`src/hdl/utf8d_pkg.sv`:
```
// Shared types and constants for the UTF-8 to UTF-16 decoder.
// No dependencies; imported by every module under hdl.
package utf8d_pkg;

  // One result word as it leaves the block
  typedef struct packed {
    logic [15:0] code_unit;
    logic        unit_valid;
    logic        decode_error;
    logic        end_of_string;
  } utf8d_res_t;

  localparam logic [7:0]  LEAD2_MIN    = 8'hC2;
  localparam logic [7:0]  LEAD4_MAX    = 8'hF4;
  localparam logic [7:0]  CONT_MASK    = 8'hC0;
  localparam logic [7:0]  CONT_TAG     = 8'h80;
  localparam logic [7:0]  CONT_BITS    = 8'h3F;
  localparam logic [20:0] CP_MAX       = 21'h10FFFF;
  localparam logic [20:0] SUPP_BASE    = 21'h010000;
  localparam logic [20:0] SURR_LO      = 21'h00D800;
  localparam logic [20:0] SURR_HI      = 21'h00DFFF;
  localparam logic [15:0] HI_SURR_BASE = 16'hD800;
  localparam logic [15:0] LO_SURR_BASE = 16'hDC00;
  localparam logic [19:0] LO_TEN_MASK  = 20'h003FF;

  localparam utf8d_res_t RES_NONE = '{code_unit: 16'h0000, unit_valid: 1'b0,
                                      decode_error: 1'b0, end_of_string: 1'b0};

endpackage

```
`src/hdl/utf8d_core.sv`:
```
// Per-byte UTF-8 decode step: sequence state registers and the logic that turns
// one byte into zero, one or two UTF-16 result words. Depends on utf8d_pkg.
module utf8d_core
  import utf8d_pkg::*;
(
  input  logic       clk,
  input  logic       rst_n,
  input  logic       fire,
  input  logic [7:0] data_byte,
  input  logic       last_byte,
  output logic [1:0] res_cnt,
  output utf8d_res_t res0,
  output utf8d_res_t res1
);

  logic [1:0]  pend_r, pend_nxt;
  logic [2:0]  len_r, len_nxt;
  logic [20:0] part_r, part_nxt;
  logic        failed_r, failed_nxt;

  logic        accepted;
  logic        complete;
  logic        bad;
  logic [20:0] cp;
  logic [19:0] vofs;
  logic [20:0] vfull;

  always_comb begin
    pend_nxt   = pend_r;
    len_nxt    = len_r;
    part_nxt   = part_r;
    failed_nxt = failed_r;
    accepted   = 1'b0;
    res_cnt    = 2'd0;
    res0       = RES_NONE;
    res1       = RES_NONE;
    cp         = 21'd0;
    vfull      = 21'd0;
    vofs       = 20'd0;
    bad        = 1'b0;
    complete   = 1'b0;

    if (!failed_r) begin
      if (pend_r == 2'd0) begin
        if (data_byte[7] == 1'b0) begin
          part_nxt = {14'd0, data_byte[6:0]};
          len_nxt  = 3'd1;
          pend_nxt = 2'd0;
          accepted = 1'b1;
        end else if (data_byte >= LEAD2_MIN && data_byte <= 8'hDF) begin
          part_nxt = {16'd0, data_byte[4:0]};
          len_nxt  = 3'd2;
          pend_nxt = 2'd1;
          accepted = 1'b1;
        end else if (data_byte >= 8'hE0 && data_byte <= 8'hEF) begin
          part_nxt = {17'd0, data_byte[3:0]};
          len_nxt  = 3'd3;
          pend_nxt = 2'd2;
          accepted = 1'b1;
        end else if (data_byte >= 8'hF0 && data_byte <= LEAD4_MAX) begin
          part_nxt = {18'd0, data_byte[2:0]};
          len_nxt  = 3'd4;
          pend_nxt = 2'd3;
          accepted = 1'b1;
        end else begin
          failed_nxt = 1'b1;
        end
      end else begin
        // a non-continuation byte fails the string, never restarts a sequence
        if ((data_byte & CONT_MASK) != CONT_TAG) begin
          failed_nxt = 1'b1;
        end else begin
          part_nxt = {part_r[14:0], data_byte[5:0] & CONT_BITS[5:0]};
          pend_nxt = pend_r - 2'd1;
          accepted = 1'b1;
        end
      end

      complete = accepted && (pend_nxt == 2'd0);
      if (complete) begin
        cp  = part_nxt;
        bad = (len_nxt == 3'd2 && cp < 21'h80) ||
              (len_nxt == 3'd3 && cp < 21'h800) ||
              (len_nxt == 3'd4 && cp < SUPP_BASE) ||
              (cp > CP_MAX) ||
              (cp >= SURR_LO && cp <= SURR_HI);
        vfull = cp - SUPP_BASE;
        vofs  = vfull[19:0];
        if (bad) begin
          failed_nxt = 1'b1;
        end else if (cp < SUPP_BASE) begin
          res0.code_unit  = cp[15:0];
          res0.unit_valid = 1'b1;
          res_cnt         = 2'd1;
        end else begin
          res0.code_unit  = HI_SURR_BASE | {6'd0, vofs[19:10]};
          res0.unit_valid = 1'b1;
          res1.code_unit  = LO_SURR_BASE | {6'd0, vofs[9:0] & LO_TEN_MASK[9:0]};
          res1.unit_valid = 1'b1;
          res_cnt         = 2'd2;
        end
        len_nxt  = 3'd0;
        part_nxt = 21'd0;
      end
    end

    if (last_byte) begin
      if (!failed_nxt && pend_nxt != 2'd0) begin
        failed_nxt = 1'b1;
      end
      // mark the final word of the string
      case (res_cnt)
        2'd2: begin
          res1.decode_error  = failed_nxt;
          res1.end_of_string = 1'b1;
        end
        2'd1: begin
          res0.decode_error  = failed_nxt;
          res0.end_of_string = 1'b1;
        end
        default: begin
          res0               = RES_NONE;
          res0.decode_error  = failed_nxt;
          res0.end_of_string = 1'b1;
          res_cnt            = 2'd1;
        end
      endcase
      pend_nxt   = 2'd0;
      len_nxt    = 3'd0;
      part_nxt   = 21'd0;
      failed_nxt = 1'b0;
    end

    if (!fire) begin
      res_cnt = 2'd0;
    end
  end

  always_ff @(posedge clk) begin
    if (!rst_n) begin
      pend_r   <= 2'd0;
      len_r    <= 3'd0;
      part_r   <= 21'd0;
      failed_r <= 1'b0;
    end else if (fire) begin
      pend_r   <= pend_nxt;
      len_r    <= len_nxt;
      part_r   <= part_nxt;
      failed_r <= failed_nxt;
    end
  end

endmodule

```
`src/hdl/utf8d_outq.sv`:
```
// Four-word result queue: takes up to two words per cycle, hands out one unless out_stall holds it.
// Depends on utf8d_pkg for the result word type.
module utf8d_outq
  import utf8d_pkg::*;
(
  input  logic       clk,
  input  logic       rst_n,
  input  logic [1:0] wr_cnt,
  input  utf8d_res_t wr0,
  input  utf8d_res_t wr1,
  output logic       room,
  output logic       out_valid,
  input  logic       out_stall,
  output utf8d_res_t head
);

  utf8d_res_t  mem_r [4];
  logic [1:0]  wptr_r, wptr_nxt;
  logic [1:0]  rptr_r, rptr_nxt;
  logic [2:0]  cnt_r, cnt_nxt;
  logic        pop;

  assign room      = (cnt_r <= 3'd2);
  assign out_valid = (cnt_r != 3'd0);
  assign pop       = out_valid && !out_stall;
  assign head      = mem_r[rptr_r];

  always_comb begin
    wptr_nxt = wptr_r + wr_cnt;
    rptr_nxt = rptr_r + {1'b0, pop};
    cnt_nxt  = cnt_r + {1'b0, wr_cnt} - {2'b00, pop};
  end

  always_ff @(posedge clk) begin
    if (wr_cnt != 2'd0) begin
      mem_r[wptr_r] <= wr0;
    end
    if (wr_cnt == 2'd2) begin
      mem_r[wptr_r + 2'd1] <= wr1;
    end
  end

  always_ff @(posedge clk) begin
    if (!rst_n) begin
      wptr_r <= 2'd0;
      rptr_r <= 2'd0;
      cnt_r  <= 3'd0;
    end else begin
      wptr_r <= wptr_nxt;
      rptr_r <= rptr_nxt;
      cnt_r  <= cnt_nxt;
    end
  end

endmodule

```
`src/hdl/utf8_to_utf16_decoder.sv`:
```
// UTF-8 to UTF-16 decoder, top level: input byte register, decode step, result queue.
// An accepted byte waits in the input byte register; its words are registered in the queue.
// Throughput: one byte per cycle; no byte gives more than one word on average and the queue
// hands out one word per cycle, so the input stalls only while out_stall holds words back.
// Reset (rst_n, synchronous): decode state cleared, input stage and queue empty.
// Depends on utf8d_pkg, utf8d_core and utf8d_outq.
module utf8_to_utf16_decoder
  import utf8d_pkg::*;
(
  input  logic        clk,
  input  logic        rst_n,
  input  logic        in_valid,
  output logic        in_stall,
  input  logic [7:0]  in_data_byte,
  input  logic        in_last_byte,
  output logic        out_valid,
  input  logic        out_stall,
  output logic [15:0] out_code_unit,
  output logic        out_unit_valid,
  output logic        out_decode_error,
  output logic        out_end_of_string
);

  logic       s1_valid_r, s1_valid_nxt;
  logic [7:0] s1_byte_r;
  logic       s1_last_r;
  logic       in_acc;
  logic       room;
  logic       adv;
  logic [1:0] res_cnt;
  utf8d_res_t res0, res1, head;

  assign in_stall = s1_valid_r && !room;
  assign in_acc   = in_valid && !in_stall;
  assign adv      = s1_valid_r && room;

  always_comb begin
    s1_valid_nxt = s1_valid_r;
    if (in_acc) begin
      s1_valid_nxt = 1'b1;
    end else if (adv) begin
      s1_valid_nxt = 1'b0;
    end
  end

  always_ff @(posedge clk) begin
    if (!rst_n) begin
      s1_valid_r <= 1'b0;
    end else begin
      s1_valid_r <= s1_valid_nxt;
    end
  end

  always_ff @(posedge clk) begin
    if (in_acc) begin
      s1_byte_r <= in_data_byte;
      s1_last_r <= in_last_byte;
    end
  end

  utf8d_core u_core (
    .clk       (clk),
    .rst_n     (rst_n),
    .fire      (adv),
    .data_byte (s1_byte_r),
    .last_byte (s1_last_r),
    .res_cnt   (res_cnt),
    .res0      (res0),
    .res1      (res1)
  );

  utf8d_outq u_outq (
    .clk       (clk),
    .rst_n     (rst_n),
    .wr_cnt    (res_cnt),
    .wr0       (res0),
    .wr1       (res1),
    .room      (room),
    .out_valid (out_valid),
    .out_stall (out_stall),
    .head      (head)
  );

  assign out_code_unit     = head.code_unit;
  assign out_unit_valid    = head.unit_valid;
  assign out_decode_error  = head.decode_error;
  assign out_end_of_string = head.end_of_string;

  // a pair written in one cycle is always high surrogate then low surrogate
  a_pair_order: assert property (@(posedge clk) disable iff (!rst_n)
    res_cnt == 2'd2 |-> res0.code_unit[15:10] == 6'b110110 &&
                        res1.code_unit[15:10] == 6'b110111 &&
                        !res0.end_of_string)
    else $error("surrogate pair out of order");

  a_err_at_end: assert property (@(posedge clk) disable iff (!rst_n)
    out_valid && out_decode_error |-> out_end_of_string)
    else $error("error flag on a word without end mark");

  a_unit_ok: assert property (@(posedge clk) disable iff (!rst_n)
    out_valid && out_unit_valid && out_end_of_string |-> !out_decode_error)
    else $error("decoded unit flagged as failed string");

  a_empty_unit: assert property (@(posedge clk) disable iff (!rst_n)
    out_valid && !out_unit_valid |-> out_code_unit == 16'h0000 && out_end_of_string)
    else $error("word without unit carries data or lacks end mark");

endmodule
```
`config.mk`:
```
export PLATFORM = sky130hd
export DESIGN_NAME = utf8_to_utf16_decoder
export DESIGN_NICKNAME = d
export VERILOG_FILES = /design/src/hdl/utf8d_pkg.sv /design/src/hdl/utf8d_core.sv /design/src/hdl/utf8d_outq.sv /design/src/hdl/utf8_to_utf16_decoder.sv
export SDC_FILE = /design/constraint.sdc
export NUM_CORES = 1
export LEC_CHECK = 0
export ABC_AREA = 1
export BUFFER_PORTS_ARGS = -buffer_cell sky130_fd_sc_hd__buf_4
export CAP_MARGIN = 20
export CORE_ASPECT_RATIO = 0.7
export CORE_MARGIN = 5
export CORE_UTILIZATION = 56
export DETAILED_ROUTE_END_ITERATION = 8
export PLACE_DENSITY = 0.77
export SLEW_MARGIN = 20
export SYNTH_ARGS = -nofsm -noshare
export SYNTH_HDL_FRONTEND = slang
export SYNTH_SLANG_ARGS = --single-unit
```
`constraint.sdc`:
```
create_clock -name clk -period 4.5 [get_ports clk]
set_input_delay 0.9 -clock clk [delete_from_list [all_inputs] [get_ports clk]]
set_output_delay 0.9 -clock clk [all_outputs]
set_load 0.05 [all_outputs]
```
==> flow_summary_export.csv <==
group,metric,value,unit
clock_tree,holdBufCountCts,0,
routing,detail_route.first_pass.iterations,6,
timing,fmax,236,MHz
timing,final-max-slew-violation-count,0,
yosys,async_flop_share,0,%
critical_path,rrSetupSlack,0.26,ns
flow_run,max-cap-violations,0,
routing,ant_nets,0,
hold_path,hp-start,"u_core.part_r[15]",
layout,layout-drive-gt1-share,19.2,%
timing,post-route-period-util,94.3,%
critical_path,end_kind,"register",
timing,max_slew_margin,30.1,%
pwr,power_leakage,3.04,nW
critical_path,path_class,"reg2reg",
grt,gr-total-overflow,0,
grt,first_global_vias,5945,
hold_path,timing.hold.worst_path_depth,2,
routing,wl_per_cell,19.0,microns
yosys,synthSimpleGateAreaFrac,26.6,%
yosys,synth_top_area_cell,"edfxtp_1",
grt,grt_start_max_net_pins,41,
timing,worst_pin_slew,1.04,ns
floorplanning,die_x,140,microns
yosys,yosysMostFrequentCell,"nand2_1",
critical_path,max_stage_delay,0.50,ns
clock_tree,cts_sinks,120,
place,hpwlAfterDp,13.7,mm
floorplanning,rows,33,
routing,drt-vias-per-instance,6.00,
timing,hold_viol,0,
pwr,totalPowerFinal,3.92,mW
yosys,synthAdderAreaFrac,2.18,%
yosys,netlist.area_leader.share,36.6,%
critical_path,cp_slowest_cell,"edfxtp_1",
pwr,power_switching,1.46,mW
layout,design_area,0.00786,sq mm
critical_path,timing.rr.start,"s1_byte_r[7]",
routing,vias,6221,
floorplanning,coreArea,0.0117,sq mm
floorplanning,start_util,56.9,%
yosys,synth_edf_count,81,
place,port_buffers,33,
clock_tree,cts_tree,"built",
yosys,synth_top_family_by_area,"simple AND/OR/NAND/NOR gates",
clock_tree,clk_pin_slew,0.06,ns
floorplanning,die_h,101,microns
critical_path,cp-start-kind,"register",
yosys,synth_cell_types,41,
place,gp_congestion,0.973,
clock_tree,worst_skew_pair.late_latency,0.42,ns
layout,fill_cells,927,
critical_path,reg2reg_to,"u_outq.cnt_r[2]",
pwr,pwr-share-seq,33.0,%
layout,final_nets,890,
pwr,pwr-share-comb,32.0,%
yosys,syn_nets,839,
timing,fin_skew,0.00738,ns
yosys,synth.area.mux_share,0,%
clock_tree,cts_inserted_buffers,17,
critical_path,crit_top_cell,"nand2_1",
clock_tree,cts-root-buf,"clkbuf_16",
layout,diodes,0,
yosys,synth_seq_cells,120,
clock_tree,h-tree-depth,4,
routing,first_iter_violations,805,
grt,grt_pass1_wl,31.2,mm
pwr,power_density,499,mW/mm^2
hold_path,hp-class,"reg2reg",
run_status,status,"finished, final reports clean",
layout,synthToLayoutAreaGrowth,18.2,%
yosys,ys_seq_area_share,48.3,%
yosys,yosys-top-cells-area,"edfxtp_1, dfxtp_1, nand2_1, nor2_1, o21ai_0",
routing,drt-total-wl,19.7,mm
floorplanning,die_area,0.0142,sq mm
pwr,swShare,37.3,%
yosys,synth_warnings,0,
routing,drcViolationCount,0,
clock_tree,clockBufferDepth,2,
pwr,clock_power_share,34.9,%
yosys,ys.flop_type,"edfxtp_1",
grt,antenna_found_initial,0,
yosys,synth_compound_area_share,15.7,%
critical_path,reg2reg_depth,27,
yosys,synthTopCellsByCount,"nand2_1, nor2_1, edfxtp_1",
floorplanning,ioPinCount,34,
timing,min_period,4.24,ns
pwr,peakVddDrop,0.355,mV
critical_path,cp_data_arrival_time,4.55,ns
pwr,power.internal,2.46,mW
hold_path,holdPathEnd,"u_core.part_r[15]",
yosys,synthCells,815,
place,placed_area,0.00716,sq mm
timing,finalSetupViolations,0,
yosys,synth_xor_area_share,0.527,%
critical_path,crit_path_max_fanout,8,
yosys,postSynthAreaPerCell,8.16,sq um
grt,track_usage,28.3,%
yosys,syn-cell-area,0.00665,sq mm
critical_path,required,4.80,ns
[flip-flops by register name (all words and copies together), names as in the netlist]
name and count:
u_outq.mem_r 76, u_core.failed_r 1, u_core.part_r 21, u_outq.wptr_r 2, u_outq.rptr_r 2, s1_valid_r 1
u_core.pend_r 2, s1_byte_r 8, u_core.len_r 3, u_outq.cnt_r 3, s1_last_r 1
[worst max-delay path by stage]
stage,start,slack (ns),end,cells past startpoint
6_report,s1_byte_r[7],0.26,u_outq.cnt_r[2],27
5_1_grt,s1_byte_r[4],-0.02,u_outq.cnt_r[2],27
4_1_cts,u_core.pend_r[0],0.08,u_outq.cnt_r[2],25
2_1_floorplan,u_core.pend_r[0],0.35,u_outq.cnt_r[2],28
3_3_place_gp,u_core.pend_r[0],0.13,u_outq.cnt_r[2],25
3_5_place_dp,u_core.pend_r[0],0.02,u_outq.cnt_r[2],27
[cell usage in the layout (no fill, tap or decap), types with 7 or more instances in the layout]
cell,synthesis,layout
nand2_2,14,14
edfxtp_1,81,81
nand2_1,202,201
clkinv_2,3,7
inv_2,15,16
clkbuf_16,0,17
nand3_1,27,26
ha_1,10,8
nand3_4,10,11
inv_1,63,60
o21ai_0,60,59
o21ai_1,40,41
nand4_1,7,7
buf_4,3,60
o22ai_1,31,31
nor2_2,6,8
a21oi_1,45,44
dfxtp_1,39,37
nor2_1,95,93
[metrics by stage]
step | TNS (ns) | util, % | hold slack [ns] | instances | setup WS, ns
floorplan | 0 | - | 0.442 | 815 | 0.350
global placement | 0 | 61.3 | 0.453 | 999 | 0.127
detailed placement | 0 | 61.3 | 0.457 | 999 | 0.0164
CTS | 0 | 66.4 | 0.465 | 1032 | 0.0751
global route | -0.0204 | 67.3 | 0.495 | 1036 | -0.0204
finish | 0 | 67.3 | 0.469 | 1036 | 0.255
[power groups by stage]
stage                     registers, mW  logic (mW)  clock network [mW]
after floorplan                    1.31       0.879                   0
after global placement             1.32        1.19                   0
after detailed placement           1.32        1.23                   0
after CTS                          1.29        1.24                1.38
after global routing               1.30        1.34                1.44
final                              1.30        1.26                1.37
[layout make-up]
class / instances / area, sq um / share of cell area (%)
clock buffer: 19 / 433 / 5.51
clock inverter: 13 / 154 / 1.96
inverter: 82 / 319 / 4.06
multi-input combinational: 584 / 3070 / 39.1
sequential: 120 / 3220 / 40.9
tap: 157 / 196 / 2.50
timing repair buffer: 61 / 470 / 5.98
[layer usage]
layer	GRT usage (%)	wire length, microns
met2	41.9	8590
met4	7.82	395
met5	0	0
met1	41.1	8350
met3	8.02	2390
[what timing repair did]
| item | 4_1_cts | 5_1_grt |
|---|---|---|
| gates resized for setup | 1 | 19 |
| hold endpoints to repair | 0 | 0 |
| pin swaps | 1 | 6 |
| setup endpoints to repair | 1 | 125 |
| setup buffers | 1 | 4 |
[critical path: cells and delay by family (launching register included)]
kind,cells,cell delay [ns]
AO/OA/AOI/OAI,4,0.39
XOR/XNOR,1,0.18
adder cells (fa/ha/maj),3,0.86
buffers and inverters,4,0.36
flip-flops,1,0.50
AND/OR/NAND/NOR,15,1.85
[logic make-up after synthesis]
logic type      count (synthesis)
buf+inv                       111
xor+xnor                        4
flops                         120
fa+ha+maj                      11
simple gates                  379
compound gates                190
(Power assumes the default switching activity.)
